$ cat config.mk
export PLATFORM = sky130hd
export DESIGN_NAME = io_board_status_packet_framer
export DESIGN_NICKNAME = d
export VERILOG_FILES = /design/src/sv/iobs_pkg.sv /design/src/sv/io_board_status_packet_framer.sv /design/src/sv/iobs_format.sv /design/src/sv/iobs_serial.sv
export SDC_FILE = /design/constraint.sdc
export NUM_CORES = 1
export LEC_CHECK = 0
export ABC_AREA = 1
export BUFFER_PORTS_ARGS = -buffer_cell sky130_fd_sc_hd__buf_2
export CORE_MARGIN = 8
export CORE_UTILIZATION = 40
export DETAILED_ROUTE_END_ITERATION = 8
export PLACE_DENSITY = 0.62
export SYNTH_ARGS = -nofsm -noshare
export SYNTH_HDL_FRONTEND = slang
export SYNTH_HIERARCHICAL = 1
export SYNTH_SLANG_ARGS = --single-unit
$ cat constraint.sdc
create_clock -name clk -period 7 [get_ports clk]
set_input_delay 1.05 -clock clk [delete_from_list [all_inputs] [get_ports clk]]
set_output_delay 1.05 -clock clk [all_outputs]
set_load 0.02 [all_outputs]
$ cat src/sv/iobs_pkg.sv
`timescale 1ns / 1ps
// Package for the I/O board status frame builder: item types, frame constants
// and the small functions shared by the formatter and the serialiser.
// Depends on nothing.
package iobs_pkg;

	// Frame layout: two sync bytes, ten data bytes, two CRC bytes.
	localparam int FRAME_LEN = 14;
	localparam int DATA_LEN = 10;
	localparam int IDX_W = $clog2(FRAME_LEN);
	localparam int DIDX_W = $clog2(DATA_LEN);

	// Byte positions within the frame.
	localparam logic [IDX_W-1:0] IDX_DATA_FIRST = IDX_W'(2);
	localparam logic [IDX_W-1:0] IDX_DATA_LAST = IDX_W'(11);
	localparam logic [IDX_W-1:0] IDX_CRC_LO = IDX_W'(12);
	localparam logic [IDX_W-1:0] IDX_CRC_HI = IDX_W'(13);

	localparam logic [7:0] SYNC_BYTE = 8'hAA;
	localparam logic [7:0] STATUS_BASE = 8'h40;
	localparam logic [7:0] STATUS_COIN = 8'h80;
	localparam logic [15:0] CRC_INIT = 16'hFFFF;
	localparam logic [15:0] CRC_POLY = 16'hA001;

	// Position of the coin bit in the raw control word.
	localparam int COIN_BIT = 2;

	typedef struct packed {
		logic [15:0] control_word;
		logic [7:0] steer_reading;
		logic [7:0] throttle_reading;
		logic [7:0] brake_reading;
	} poll_item_t;

	typedef struct packed {
		logic [7:0] frame_byte;
		logic frame_end;
	} frame_item_t;

	// Ten data bytes of one frame, element 0 sent first.
	typedef logic [DATA_LEN-1:0][7:0] frame_data_t;

	// Analog word: (255 - reading) * 4, which is the inverted reading shifted by two.
	function automatic logic [15:0] scale_analog(input logic [7:0] raw);
		return {6'b0, ~raw, 2'b00};
	endfunction

	// Button word built from selected control bits; the top six bits stay clear.
	function automatic logic [15:0] remap_buttons(input logic [15:0] cw);
		return {6'b0, cw[0], cw[1], cw[9], cw[10], cw[3], cw[8],
			cw[15], cw[14], cw[13], cw[12]};
	endfunction

	// One byte through the reflected CRC-16 (MODBUS polynomial), bit by bit.
	function automatic logic [15:0] crc16_byte(input logic [15:0] crc_in,
			input logic [7:0] data);
		logic [15:0] crc;
		crc = crc_in ^ {8'h00, data};
		for (int b = 0; b < 8; b++) begin
			if (crc[0]) begin
				crc = (crc >> 1) ^ CRC_POLY;
			end else begin
				crc = crc >> 1;
			end
		end
		return crc;
	endfunction

endpackage

$ cat src/sv/io_board_status_packet_framer.sv
`timescale 1ns / 1ps
// Status frame builder for a serial I/O board. Each poll item (control word and
// three analog readings) yields a fourteen-byte frame sent one byte per cycle
// while the output does not stall: two 0xAA sync bytes, three analog words, the
// button word, a status byte, a zero byte and a CRC-16/MODBUS, low byte first;
// frame_end marks the last byte. A poll item is taken into the input register,
// and the next one may be taken while the previous frame is still going out.
// The CRC is built one byte per cycle as the data bytes leave, pausing while
// the output stalls. Depends on iobs_pkg, iobs_format and iobs_serial.
module io_board_status_packet_framer (
	input logic clk,
	input logic arst_n,
	input logic poll_valid,
	output logic poll_stall,
	input iobs_pkg::poll_item_t poll,
	output logic frame_valid,
	input logic frame_stall,
	output iobs_pkg::frame_item_t frame
);

	logic data_valid;
	logic data_take;
	iobs_pkg::frame_data_t data;

	// Input register and data byte layout.
	iobs_format u_format (
		.clk(clk),
		.arst_n(arst_n),
		.poll_valid(poll_valid),
		.poll_stall(poll_stall),
		.poll(poll),
		.data_valid(data_valid),
		.data_take(data_take),
		.data(data)
	);

	// Byte serialiser with the running CRC.
	iobs_serial u_serial (
		.clk(clk),
		.arst_n(arst_n),
		.data_valid(data_valid),
		.data_take(data_take),
		.data(data),
		.frame_valid(frame_valid),
		.frame_stall(frame_stall),
		.frame(frame)
	);

endmodule

$ cat src/sv/iobs_format.sv
`timescale 1ns / 1ps
// Input stage: registers one poll item already laid out as the ten frame data
// bytes, and tracks the coin bit for edge detection. Depends on iobs_pkg.
module iobs_format (
	input logic clk,
	input logic arst_n,
	input logic poll_valid,
	output logic poll_stall,
	input iobs_pkg::poll_item_t poll,
	output logic data_valid,
	input logic data_take,
	output iobs_pkg::frame_data_t data
);

	logic valid_s1;
	iobs_pkg::frame_data_t data_s1;
	logic coin_q;
	logic poll_take;
	logic coin_now;
	logic [15:0] a0;
	logic [15:0] a1;
	logic [15:0] a2;
	logic [15:0] btn;
	logic [7:0] status;
	iobs_pkg::frame_data_t data_next;

	// The stage takes a new item when empty or when its item moves on this cycle.
	assign poll_stall = valid_s1 && !data_take;
	assign poll_take = poll_valid && !poll_stall;

	// Lay out the data bytes of the frame, little-endian words.
	always_comb begin
		coin_now = poll.control_word[iobs_pkg::COIN_BIT];
		a0 = iobs_pkg::scale_analog(poll.steer_reading);
		a1 = iobs_pkg::scale_analog(poll.throttle_reading);
		a2 = iobs_pkg::scale_analog(poll.brake_reading);
		btn = iobs_pkg::remap_buttons(poll.control_word);
		status = iobs_pkg::STATUS_BASE;
		if (coin_now && !coin_q) begin
			status = status | iobs_pkg::STATUS_COIN;
		end
		data_next[0] = a0[7:0];
		data_next[1] = a0[15:8];
		data_next[2] = a1[7:0];
		data_next[3] = a1[15:8];
		data_next[4] = a2[7:0];
		data_next[5] = a2[15:8];
		data_next[6] = btn[7:0];
		data_next[7] = btn[15:8];
		data_next[8] = status;
		data_next[9] = 8'h00;
	end

	// Control state: stage valid and the coin bit of the last accepted item.
	always_ff @(posedge clk or negedge arst_n) begin
		if (!arst_n) begin
			valid_s1 <= 1'b0;
			coin_q <= 1'b0;
		end else begin
			if (poll_take) begin
				valid_s1 <= 1'b1;
				coin_q <= coin_now;
			end else if (data_take) begin
				valid_s1 <= 1'b0;
			end
		end
	end

	// Payload register.
	always_ff @(posedge clk) begin
		if (poll_take) begin
			data_s1 <= data_next;
		end
	end

	assign data_valid = valid_s1;
	assign data = data_s1;

endmodule

$ cat src/sv/iobs_serial.sv
`timescale 1ns / 1ps
// Output stage: sends one frame a byte at a time and folds each data byte into
// the running CRC as it leaves. Depends on iobs_pkg.
module iobs_serial (
	input logic clk,
	input logic arst_n,
	input logic data_valid,
	output logic data_take,
	input iobs_pkg::frame_data_t data,
	output logic frame_valid,
	input logic frame_stall,
	output iobs_pkg::frame_item_t frame
);

	logic busy_q;
	logic [iobs_pkg::IDX_W-1:0] idx_q;
	iobs_pkg::frame_data_t data_q;
	logic [15:0] crc_q;
	logic out_take;
	logic last_byte;
	logic [iobs_pkg::IDX_W-1:0] didx;
	logic [7:0] cur_byte;

	assign out_take = busy_q && !frame_stall;
	assign last_byte = (idx_q == iobs_pkg::IDX_CRC_HI);
	// A new frame loads when idle or as the last byte of the current one leaves.
	assign data_take = data_valid && (!busy_q || (out_take && last_byte));

	// Select the byte at the current frame position.
	always_comb begin
		didx = idx_q - iobs_pkg::IDX_DATA_FIRST;
		case (idx_q) inside
			[iobs_pkg::IDX_DATA_FIRST:iobs_pkg::IDX_DATA_LAST]:
				cur_byte = data_q[didx[iobs_pkg::DIDX_W-1:0]];
			iobs_pkg::IDX_CRC_LO: cur_byte = crc_q[7:0];
			iobs_pkg::IDX_CRC_HI: cur_byte = crc_q[15:8];
			default: cur_byte = iobs_pkg::SYNC_BYTE;
		endcase
	end

	// Control state: busy flag and byte position.
	always_ff @(posedge clk or negedge arst_n) begin
		if (!arst_n) begin
			busy_q <= 1'b0;
			idx_q <= '0;
		end else begin
			if (data_take) begin
				busy_q <= 1'b1;
				idx_q <= '0;
			end else if (out_take) begin
				if (last_byte) begin
					busy_q <= 1'b0;
				end
				idx_q <= idx_q + 1'b1;
			end
		end
	end

	// Frame data and the running CRC over the data bytes sent so far.
	always_ff @(posedge clk) begin
		if (data_take) begin
			data_q <= data;
			crc_q <= iobs_pkg::CRC_INIT;
		end else if (out_take && idx_q >= iobs_pkg::IDX_DATA_FIRST
				&& idx_q <= iobs_pkg::IDX_DATA_LAST) begin
			crc_q <= iobs_pkg::crc16_byte(crc_q, cur_byte);
		end
	end

	assign frame_valid = busy_q;
	assign frame.frame_byte = cur_byte;
	assign frame.frame_end = last_byte;

endmodule

==> impl_metrics.env, run 1 <==
export IMPL_groute_usage_overall=0.1224
export IMPL_first_pass_iters=4
export IMPL_slew_headroom=0.2576
export IMPL_num_fill_cells=1516
export IMPL_wl_mm=11.64
export IMPL_synth_edf_count=115
export IMPL_ios=55
export IMPL_ys_flop_type="edfxtp_1"
export IMPL_cts_root_buf="clkbuf_16"
export IMPL_grt_pass1_vias=4233
export IMPL_synthToLayoutAreaGrowth_pct=12.29
export IMPL_diodes=0
export IMPL_cp_endpoint="frame[5]"
export IMPL_setup_viol=0
export IMPL_coreArea_um2=15940
export IMPL_end_kind="output pin"
export IMPL_total_power_mw=3.769
export IMPL_syn_inst=628
export IMPL_hold_violations=0
export IMPL_regArea_um2=3949
export IMPL_p_per_area_nw_per_um2=513.6
export IMPL_synth_commonest_cells="153 x nand2_1, 115 x edfxtp_1, 72 x nand3_1, 69 x inv_1, 53 x buf_4"
export IMPL_die_x_um=143.8
export IMPL_netlist_top_cells_area="edfxtp_1 53%, nand2_1 8.8%, buf_4 6.1%, nand3_1 5.5%, dfxtp_1 4.9%"
export IMPL_setup_tns_ns=0
export IMPL_drv_slew=0
export IMPL_ys_seq_area_frac=0.6044
export IMPL_ys_ff_latch=138
export IMPL_drc_errors=0
export IMPL_r2r_start="u_serial/idx_q[1]"
export IMPL_ctsHoldBuffers=0
export IMPL_cts_inserted_buffers=17
export IMPL_critPathMaxFanout=22
export IMPL_synth_area_leader_cell="edfxtp_1"
export IMPL_post_route_util=0.4602
export IMPL_yosys_warnings=6
export IMPL_worstSetupStartpoint="u_serial/idx_q[1]"
export IMPL_period_minus_slack_ns=4.130
export IMPL_tightest_slew_ns=1.114
export IMPL_synth_area_um2=6534
export IMPL_avgSynthCellArea_um2=10.40
export IMPL_path_class="reg2out"
export IMPL_ant_nets=0
export IMPL_die_area_um2=20680
export IMPL_start_kind="flip-flop"
export IMPL_dp_cells=876
export IMPL_dp_hpwl_mm=7.574
export IMPL_clock_latency_ns=0.42
export IMPL_gp_congestion=0.7696
export IMPL_r2r_end="u_serial/crc_q[0]"
export IMPL_leakage_nw=3.139
export IMPL_r2r_cells=20
export IMPL_yosysUniqueCellTypes=35
export IMPL_hold_path_class="reg2reg"
export IMPL_gr_total_overflow=0
export IMPL_postCtsSetupRepairBufs=0
export IMPL_clock_path_buffers=2
export IMPL_min_period_over_period=0.5899
export IMPL_drive_gt1_frac=0.1994
export IMPL_rsz0062_at_grt="false"
export IMPL_worstPathRequired_ns=5.95
export IMPL_port_buffers=49
export IMPL_maxCapViolCount=0
export IMPL_synth_top_area_share=0.5285
export IMPL_via_count=4090
export IMPL_path_clk_slew_ns=0.06
export IMPL_final_cells=908
export IMPL_skew_ns=0.007866
export IMPL_dieHeight_um=143.8
export IMPL_multi_input_area_um2=1968
export IMPL_avgRoutedWirePerCell_um=12.82
export IMPL_cts_sinks=138
export IMPL_r2r_slack_ns=3.51
export IMPL_nets=729
export IMPL_drtIter0Drc=307
export IMPL_dp_slack_ns=3.273
export IMPL_outcome="complete, no violations"
export IMPL_initial_utilization=0.4098
export IMPL_setup_ws_ns=2.870
export IMPL_rows=46
export IMPL_fmax_mhz=242.2
export IMPL_postCtsResizedCells=0
export IMPL_cts_tree="yes"
export IMPL_antenna_found_initial=0
export IMPL_viasPerCell=4.504
export IMPL_synth_most_common_cell="nand2_1"
export IMPL_irDropWorstVdd_mv=0.2762
export IMPL_grt_pass1_wl_mm=19.71
export IMPL_worstPathArrival_ns=3.08
export IMPL_grt_max_degree=90
export IMPL_ys_async_sr_fraction=0.05072
export IMPL_htree_levels=4
==> worst max-delay path, stage by stage, from the launching register on <==
cell      delay [ns]
dfrtp_1         0.35
buf_4           0.28
inv_4           0.17
ha_1            0.61
clkinv_1        0.42
nand2_1         0.19
nand2_1         0.09
o21ai_2         0.18
nand2_1         0.11
inv_1           0.07
buf_2           0.16
==> per-layer routing <==
layer	vias to the layer above	routed length, um	GRT usage
met3	20	492	0.03550
met2	77	5465	0.2004
met5	-	0	0
met1	1901	5494	0.1481
li1	2092	-	-
met4	0	189	0.05147
==> kinds of logic after synthesis <==
group | count (synthesis) | share of synthesized area
and+or+nand+nor | 282 | 0.1978
buffers and inverters | 141 | 0.1203
DFF | 138 | 0.6044
AOI/OAI and AO/OA | 53 | 0.05400
xor gates and xnor gates | 6 | 0.01092
adders and majority gates | 6 | 0.01149
other | 2 | 0.001149
==> sequential cells by signal, indices dropped and copies added, names as in the netlist <==
name,cells
u_serial/data_q,80
u_format/coin_q,1
u_serial/idx_q,4
u_serial/frame_valid,1
u_format/data,35
u_format/data_valid,1
u_serial/crc_q,16
==> power breakdown <==
| part | total (mW) | internal (mW) | switching, mW |
|---|---|---|---|
| Sequential | 1.11 | 1.04 | 0.0705 |
| Combinational | 1.78 | 0.561 | 1.22 |
| Clock | 0.872 | 0.526 | 0.346 |
==> worst min-delay path by stage <==
stage | from | to | slack, ns | depth (start not counted)
finish | u_format/data[37] | u_serial/data_q[37] | 0.41 | 0
global route | u_format/data[37] | u_serial/data_q[37] | 0.42 | 0
CTS | u_format/data[37] | u_serial/data_q[37] | 0.42 | 0
detailed placement | u_format/data[18] | u_serial/data_q[18] | 0.40 | 0
global placement | u_format/data[22] | u_serial/data_q[22] | 0.40 | 0
floorplan | u_format/data[18] | u_serial/data_q[18] | 0.40 | 0
==> through the flow <==
stage          hold slack [ns]  instance area [um^2]
2_1_floorplan           0.4003                  6695
5_1_grt                 0.4188                  7337
6_report                0.4137                  7337
3_5_place_dp            0.4045                  6760
4_1_cts                 0.4158                  7337
3_3_place_gp            0.4040                  6760
==> layout by cell type, fill, tap and decap left out <==
cell type / Yosys / routed
a21oi_1: 13 / 13
a21oi_2: 3 / 3
a22oi_1: 2 / 2
buf_2: 3 / 49
buf_4: 53 / 5
bufinv_16: 0 / 2
clkbuf_1: 3 / 2
clkbuf_16: 0 / 17
clkinv_1: 1 / 2
clkinv_2: 0 / 1
clkinv_4: 0 / 3
clkinvlp_4: 0 / 3
conb_1: 2 / 45
dfrtp_1: 7 / 7
dfxtp_1: 16 / 16
edfxtp_1: 115 / 115
ha_1: 6 / 6
inv_1: 69 / 69
inv_2: 4 / 4
inv_4: 2 / 2
inv_6: 0 / 3
nand2_1: 153 / 153
nand2_2: 25 / 25
nand2_4: 4 / 4
nand3_1: 72 / 72
nand3_2: 3 / 3
nor2_1: 18 / 17
nor2_2: 1 / 1
nor2_4: 3 / 4
o211ai_1: 10 / 10
o211ai_2: 2 / 2
o21ai_0: 17 / 17
o21ai_1: 1 / 1
o21ai_2: 1 / 1
o221ai_1: 2 / 2
o221ai_2: 2 / 2
or2_2: 3 / 3
xnor2_4: 1 / 1
xor2_1: 5 / 5
==> final cells by class <==
class / instances / share of cell area
inverter: 76 / 0.03956
sequential: 138 / 0.5382
clock buffer: 19 / 0.05900
clock inverter: 13 / 0.01961
multi-input combinational: 392 / 0.2682
timing repair buffer: 54 / 0.03854
tap: 216 / 0.03683
(Power assumes the default switching activity.)
==> inputs of run 2 (changes only) <==
--- a/config.mk
+++ b/config.mk
@@ -5,12 +5,12 @@
 export SDC_FILE = /design/constraint.sdc
 export NUM_CORES = 1
 export LEC_CHECK = 0
-export ABC_AREA = 1
+export ABC_AREA = 0
 export BUFFER_PORTS_ARGS = -buffer_cell sky130_fd_sc_hd__buf_2
 export CORE_MARGIN = 8
 export CORE_UTILIZATION = 40
 export DETAILED_ROUTE_END_ITERATION = 8
-export PLACE_DENSITY = 0.62
+export PLACE_DENSITY = 0.6
 export SYNTH_ARGS = -nofsm -noshare
 export SYNTH_HDL_FRONTEND = slang
 export SYNTH_HIERARCHICAL = 1
==> constraint.sdc (replaced) <==
create_clock -name clk -period 4 [get_ports clk]
set_input_delay 0.6 -clock clk [delete_from_list [all_inputs] [get_ports clk]]
set_output_delay 0.6 -clock clk [all_outputs]
set_load 0.02 [all_outputs]
==> run 2 against run 1 <==
Effect of this change: global-route usage down 1.6 points; first-iteration DRC count shrank 36%; worst hold slack lost 0.055 ns; die area is 6.6% lower; flip-flop and latch count is the same; critical path type is now reg2reg; critical endpoint is now u_serial/crc_q[0].
==> impl_metrics.env, run 2 <==
export IMPL_outcome="complete, no violations"
export IMPL_avgRoutedWirePerCell_um=13.87
export IMPL_groute_usage_overall=0.1063
export IMPL_ios=55
export IMPL_hold_start="poll[38]"
export IMPL_drc_errors=0
export IMPL_period_minus_slack_ns=3.517
export IMPL_grt_max_degree=88
export IMPL_yosysUniqueCellTypes=52
export IMPL_hold_end="u_format/data[50]"
export IMPL_clock_path_buffers=2
export IMPL_worstPathArrival_ns=3.78
export IMPL_synth_commonest_cells="115 x edfxtp_1, 48 x buf_4, 33 x nand2_1, 30 x inv_1"
export IMPL_yosys_warnings=6
export IMPL_dieHeight_um=139.0
export IMPL_diodes=0
export IMPL_initial_utilization=0.4041
export IMPL_num_fill_cells=1314
export IMPL_dp_hpwl_mm=6.389
export IMPL_path_clk_slew_ns=0.06
export IMPL_drv_slew=0
export IMPL_cts_sinks=138
export IMPL_ys_seq_area_frac=0.6525
export IMPL_start_kind="flip-flop"
export IMPL_tightest_slew_ns=1.082
export IMPL_p_per_area_nw_per_um2=916.0
export IMPL_r2r_cells=11
export IMPL_ant_nets=0
export IMPL_via_count=3072
export IMPL_gp_congestion=0.7980
export IMPL_r2r_start="u_serial/idx_q[2]"
export IMPL_synth_area_leader_cell="edfxtp_1"
export IMPL_synth_area_um2=6052
export IMPL_gr_total_overflow=0
export IMPL_end_kind="flip-flop"
export IMPL_drtIter0Drc=196
export IMPL_cts_tree="yes"
export IMPL_rows=45
export IMPL_top_register="u_serial/data_q"
export IMPL_slowest_stage="ha_1"
export IMPL_netlist_top_cells_area="edfxtp_1 57%, buf_4 6.0%, dfxtp_1 5.3%, mux4_2 3.7%, dfrtp_1 2.9%"
export IMPL_antenna_found_initial=0
export IMPL_r2r_end="u_serial/crc_q[0]"
export IMPL_first_pass_iters=4
export IMPL_avgSynthCellArea_um2=14.27
export IMPL_drive_gt1_frac=0.2369
export IMPL_synthToLayoutAreaGrowth_pct=15.05
export IMPL_setup_viol=0
export IMPL_design_area_um2=6963
export IMPL_postCtsResizedCells=0
export IMPL_grt_pass1_vias=3171
export IMPL_synth_most_common_cell="edfxtp_1"
export IMPL_synth_edf_count=115
export IMPL_ys_async_sr_fraction=0.05072
export IMPL_min_path_cells=1
export IMPL_r2r_slack_ns=0.48
export IMPL_rsz0062_at_grt="false"
export IMPL_slew_headroom=0.2784
export IMPL_dpl_cell_area_um2=6326
export IMPL_die_x_um=139.0
export IMPL_crit_chain="inv_1, ha_1, nand2_1, a21oi_1, a21oi_1, o21ai_1, xnor2_2, xor2_1, xnor3_2, xor2_1, o21ai_1"
export IMPL_path_class="reg2reg"
export IMPL_clock_latency_ns=0.42
export IMPL_ys_flop_type="edfxtp_1"
export IMPL_synth_top_area_share=0.5706
export IMPL_viasPerCell=4.478
export IMPL_setup_tns_ns=0
export IMPL_cp_slowest_stage_delay_ns=0.71
export IMPL_irDropWorstVdd_mv=0.5413
export IMPL_grt_pass1_wl_mm=15.96
export IMPL_largest_reg_flops=80
export IMPL_leakage_nw=2.674
export IMPL_htree_levels=4
export IMPL_cts_root_buf="clkbuf_16"
export IMPL_layout_commonest_cell="edfxtp_1"
export IMPL_fmax_mhz=284.3
export IMPL_hold_path_class="in2reg"
export IMPL_min_period_over_period=0.8792
export IMPL_maxCapViolCount=0
export IMPL_die_area_um2=19320
export IMPL_skew_ns=0.007261
export IMPL_coreArea_um2=14980
export IMPL_worstPathRequired_ns=4.27
export IMPL_cts_inserted_buffers=17
export IMPL_nets=535
export IMPL_critPathMaxFanout=16
export IMPL_wl_mm=9.513
export IMPL_ys_ff_latch=138
export IMPL_syn_inst=424
export IMPL_hold_violations=0
export IMPL_port_buffers=49
export IMPL_mostFrequentLayoutCells="115 x edfxtp_1, 49 x buf_2, 45 x conb_1"
## run 2: cell types whose count changed after synthesis, sizes merged, moves of 11 or more
cell,previous run,this run
inv,75,31
nand2,182,33
nor2,22,11
mux2i,0,13
nand3,75,7
xnor2,1,17
mux4,0,12
## run 2: where the power goes
| part | total [mW] | internal (mW) | switching, mW |
|---|---|---|---|
| clock network | 1.64 | 1.01 | 0.639 |
| logic | 2.81 | 1.29 | 1.52 |
| registers | 1.92 | 1.78 | 0.136 |
| total | 6.38 | 4.08 | 2.30 |
## run 2: through the flow
stage | hold slack, ns | utilization | std cells | setup WS, ns | total power [mW]
after floorplan | 0.3044 | - | 467 | 0.5178 | 4.192
after global placement | 0.4047 | 0.4224 | 653 | 0.4217 | 4.753
after detailed placement | 0.4045 | 0.4224 | 653 | 0.4272 | 4.783
after CTS | 0.3372 | 0.4649 | 686 | 0.3757 | 6.459
after global routing | 0.3306 | 0.4649 | 686 | 0.1523 | 6.780
final | 0.3583 | 0.4649 | 686 | 0.4830 | 6.378
## run 2: worst max-delay path, delay by kind of cell, from the launching register on
family,cells,cell delay [ns]
compound gates,4,0.74
simple gates,1,0.30
buf+inv,1,0.11
flops,1,0.41
xor+xnor,4,1.09
fa+ha+maj,1,0.71
## run 2: how the worst max path moves through the flow
| stage | startpoint | to | slack, ns | depth (start not counted) |
|---|---|---|---|---|
| after floorplan | u_serial/idx_q[1] | u_serial/crc_q[14] | 0.52 | 13 |
| after global placement | u_serial/idx_q[2] | u_serial/crc_q[0] | 0.42 | 11 |
| after detailed placement | u_serial/idx_q[2] | u_serial/crc_q[14] | 0.43 | 11 |
| after CTS | u_serial/idx_q[2] | u_serial/crc_q[0] | 0.38 | 11 |
| after global routing | u_serial/idx_q[2] | u_serial/crc_q[0] | 0.15 | 11 |
| final | u_serial/idx_q[2] | u_serial/crc_q[0] | 0.48 | 11 |
## run 2: cells by family after synthesis
family                   count (synthesis)  synth area share
flip-flops                             138            0.6525
other                                    2          0.001241
XOR/XNOR                                25           0.03990
AO/OA/AOI/OAI                           49           0.05499
adder cells (fa/ha/maj)                  6           0.01240
AND/OR/NAND/NOR                         78           0.06285
buffers and inverters                   93           0.09324
multiplexers                            33           0.08290
## run 2: routing by layer
metal / wire length (um) / GRT usage / part of all wire / up-vias
li1: - / - / - / 1554
met1: 4458 / 0.1326 / 0.47 / 1448
met2: 4487 / 0.1635 / 0.47 / 61
met3: 467 / 0.04131 / 0.049 / 9
met4: 99 / 0.04044 / 0.010 / 0
met5: 0 / 0 / 0 / -
## run 2: cell type report
type,instances,area [um^2],area share
inverters,32,121.4,0.01743
clock inverters,15,201.4,0.02893
clock buffers,17,425.4,0.06110
flip-flops and latches,138,3949,0.5671
repair buffers,60,330.3,0.04744
multi-input cells,236,1700,0.2442
well taps,188,235.2,0.03378
## run 2: what timing repair did
action / 4_1_cts / 5_1_grt
hold buffers: 1 / 0
setup buffers: 0 / 0
hold endpoints to repair: 3 / 0
==> inputs of run 3 (changes only) <==
--- a/config.mk
+++ b/config.mk
@@ -6,7 +6,7 @@
 export NUM_CORES = 1
 export LEC_CHECK = 0
 export ABC_AREA = 0
-export BUFFER_PORTS_ARGS = -buffer_cell sky130_fd_sc_hd__buf_2
+export BUFFER_PORTS_ARGS = -buffer_cell sky130_fd_sc_hd__buf_4
 export CORE_MARGIN = 8
 export CORE_UTILIZATION = 40
 export DETAILED_ROUTE_END_ITERATION = 8
==> run 3 against run 2 <==
Effect of this change: sequential power is essentially flat; flip-flop and latch count is the same; non-clock buffer count grew 1; clock power shrank 8%; global-route usage is essentially flat; utilization grew 0.60 points; worst hold slack gained 0.0015 ns; clock-buffer cell count grew 1; register-to-register slack gained 0.06 ns; design area grew 1.3%; first-iteration DRC count shrank 20%; critical path type unchanged; critical endpoint is now u_serial/crc_q[14]; highest routed layer unchanged.
==> impl_metrics.env, run 3 (synthesis gave the netlist of run 2 again) <==
export IMPL_outcome="complete, no violations"
export IMPL_nets=536
export IMPL_setup_viol=0
export IMPL_rows=45
export IMPL_rsz0062_at_grt="false"
export IMPL_drc_errors=0
export IMPL_postCtsSetupRepairBufs=0
export IMPL_clock_latency_ns=0.41
export IMPL_path_clk_slew_ns=0.06
export IMPL_cts_inserted_buffers=17
export IMPL_post_route_util=0.4709
export IMPL_grt_max_degree=88
export IMPL_irDropWorstVdd_mv=0.5733
export IMPL_grt_pass1_vias=3215
export IMPL_gp_congestion=0.7851
export IMPL_grt_pass1_wl_mm=15.90
export IMPL_skew_ns=0.009338
export IMPL_dieHeight_um=139.0
export IMPL_drive_gt1_frac=0.2305
export IMPL_largest_reg_flops=80
export IMPL_hold_violations=0
export IMPL_design_area_um2=7053
export IMPL_port_buffers=49
export IMPL_synthToLayoutAreaGrowth_pct=16.54
export IMPL_gr_total_overflow=0
export IMPL_fmax_mhz=289.6
export IMPL_via_count=3067
export IMPL_ios=55
export IMPL_worstPathArrival_ns=3.72
export IMPL_end_kind="flip-flop"
export IMPL_maxCapViolCount=0
export IMPL_period_minus_slack_ns=3.454
export IMPL_start_kind="flip-flop"
export IMPL_postCtsResizedCells=0
export IMPL_slew_headroom=0.4529
export IMPL_cts_tree="yes"
export IMPL_die_area_um2=19320
export IMPL_total_power_mw=6.321
export IMPL_cts_sinks=138
export IMPL_coreArea_um2=14980
export IMPL_dp_slack_ns=0.5189
export IMPL_setup_tns_ns=0
export IMPL_die_x_um=139.0
export IMPL_initial_utilization=0.4041
export IMPL_tightest_slew_ns=0.7999
export IMPL_dp_hpwl_mm=6.500
export IMPL_groute_usage_overall=0.1064
export IMPL_layout_commonest_cell="edfxtp_1"
export IMPL_viasPerCell=4.464
export IMPL_ant_nets=0
export IMPL_avgRoutedWirePerCell_um=14.11
export IMPL_drtIter0Drc=156
export IMPL_worstPathRequired_ns=4.26
export IMPL_wl_mm=9.691
export IMPL_htree_levels=4
export IMPL_min_period_over_period=0.8634
export IMPL_clock_path_buffers=2
export IMPL_diodes=0
export IMPL_dpl_cell_area_um2=6469
export IMPL_leakage_nw=2.691
export IMPL_cts_root_buf="clkbuf_16"
export IMPL_setup_ws_ns=0.5465
export IMPL_critPathMaxFanout=13
export IMPL_p_per_area_nw_per_um2=896.2
export IMPL_num_fill_cells=1304
export IMPL_top_register="u_serial/data_q"
export IMPL_first_pass_iters=4
export IMPL_hold_path_class="in2reg"
export IMPL_mostFrequentLayoutCells="115 x edfxtp_1, 59 x buf_4, 45 x conb_1"
export IMPL_path_class="reg2reg"
export IMPL_antenna_found_initial=0
export IMPL_drv_slew=0
run 3: area by class of cell:
cell class,instances,area (um^2),share of cell area
sequential,138,3949,0.5599
tap,188,235.2,0.03335
clock buffer,18,429.2,0.06085
clock inverter,14,145.1,0.02058
inverter,32,121.4,0.01721
multi-input combinational,236,1700,0.2411
timing repair buffer,61,473.0,0.06706
run 3: metrics by stage:
stage,hold slack [ns],std cells
finish,0.3598,687
global route,0.3336,687
CTS,0.3367,687
detailed placement,0.4045,654
global placement,0.4043,654
floorplan,0.3044,467
run 3: repair_timing:
| item | CTS | global route |
|---|---|---|
| endpoints found under the hold margin | 7 | 0 |
| hold buffers | 1 | 0 |
| setup endpoints to repair | 0 | 0 |
run 3: final timing paths:
path                                        start  cells after the start              endpoint  slack, ns
worst min-delay path                     poll[34]                      1     u_format/data[54]       0.36
worst max-delay path            u_serial/idx_q[2]                     11    u_serial/crc_q[14]       0.55
worst min register to register   u_format/data[4]                      0    u_serial/data_q[4]       0.42
min in group asynchronous                  arst_n                      2   u_format/data_valid       0.57
worst max register to register  u_serial/idx_q[2]                     11    u_serial/crc_q[14]       0.55
max in group asynchronous                  arst_n                      2  u_serial/frame_valid       3.31
run 3: routing by layer:
layer  GRT usage  share of wire  vias up
li1            -              -     1548
met1      0.1322           0.47     1453
met2      0.1633           0.47       60
met3     0.03924          0.042        6
met4     0.04679          0.011        0
met5           0              0        -
run 3: worst max-delay path, cell delays in order (launching register included):
cell and delay (ns):
dfrtp_1 0.41, inv_1 0.12, ha_1 0.63, buf_4 0.28
mux4_2 0.32, mux2i_1 0.25, o21ai_0 0.20, xor2_1 0.27
xnor2_1 0.17, xnor3_2 0.41, xnor2_1 0.17, o21ai_1 0.08
run 3: power by group:
part / total, mW / switching [mW] / leakage [nW] / internal, mW
clock: 1.51 / 0.594 / 0.266 / 0.917
sequential: 1.92 / 0.137 / 1.25 / 1.78
combinational: 2.89 / 1.52 / 1.18 / 1.37
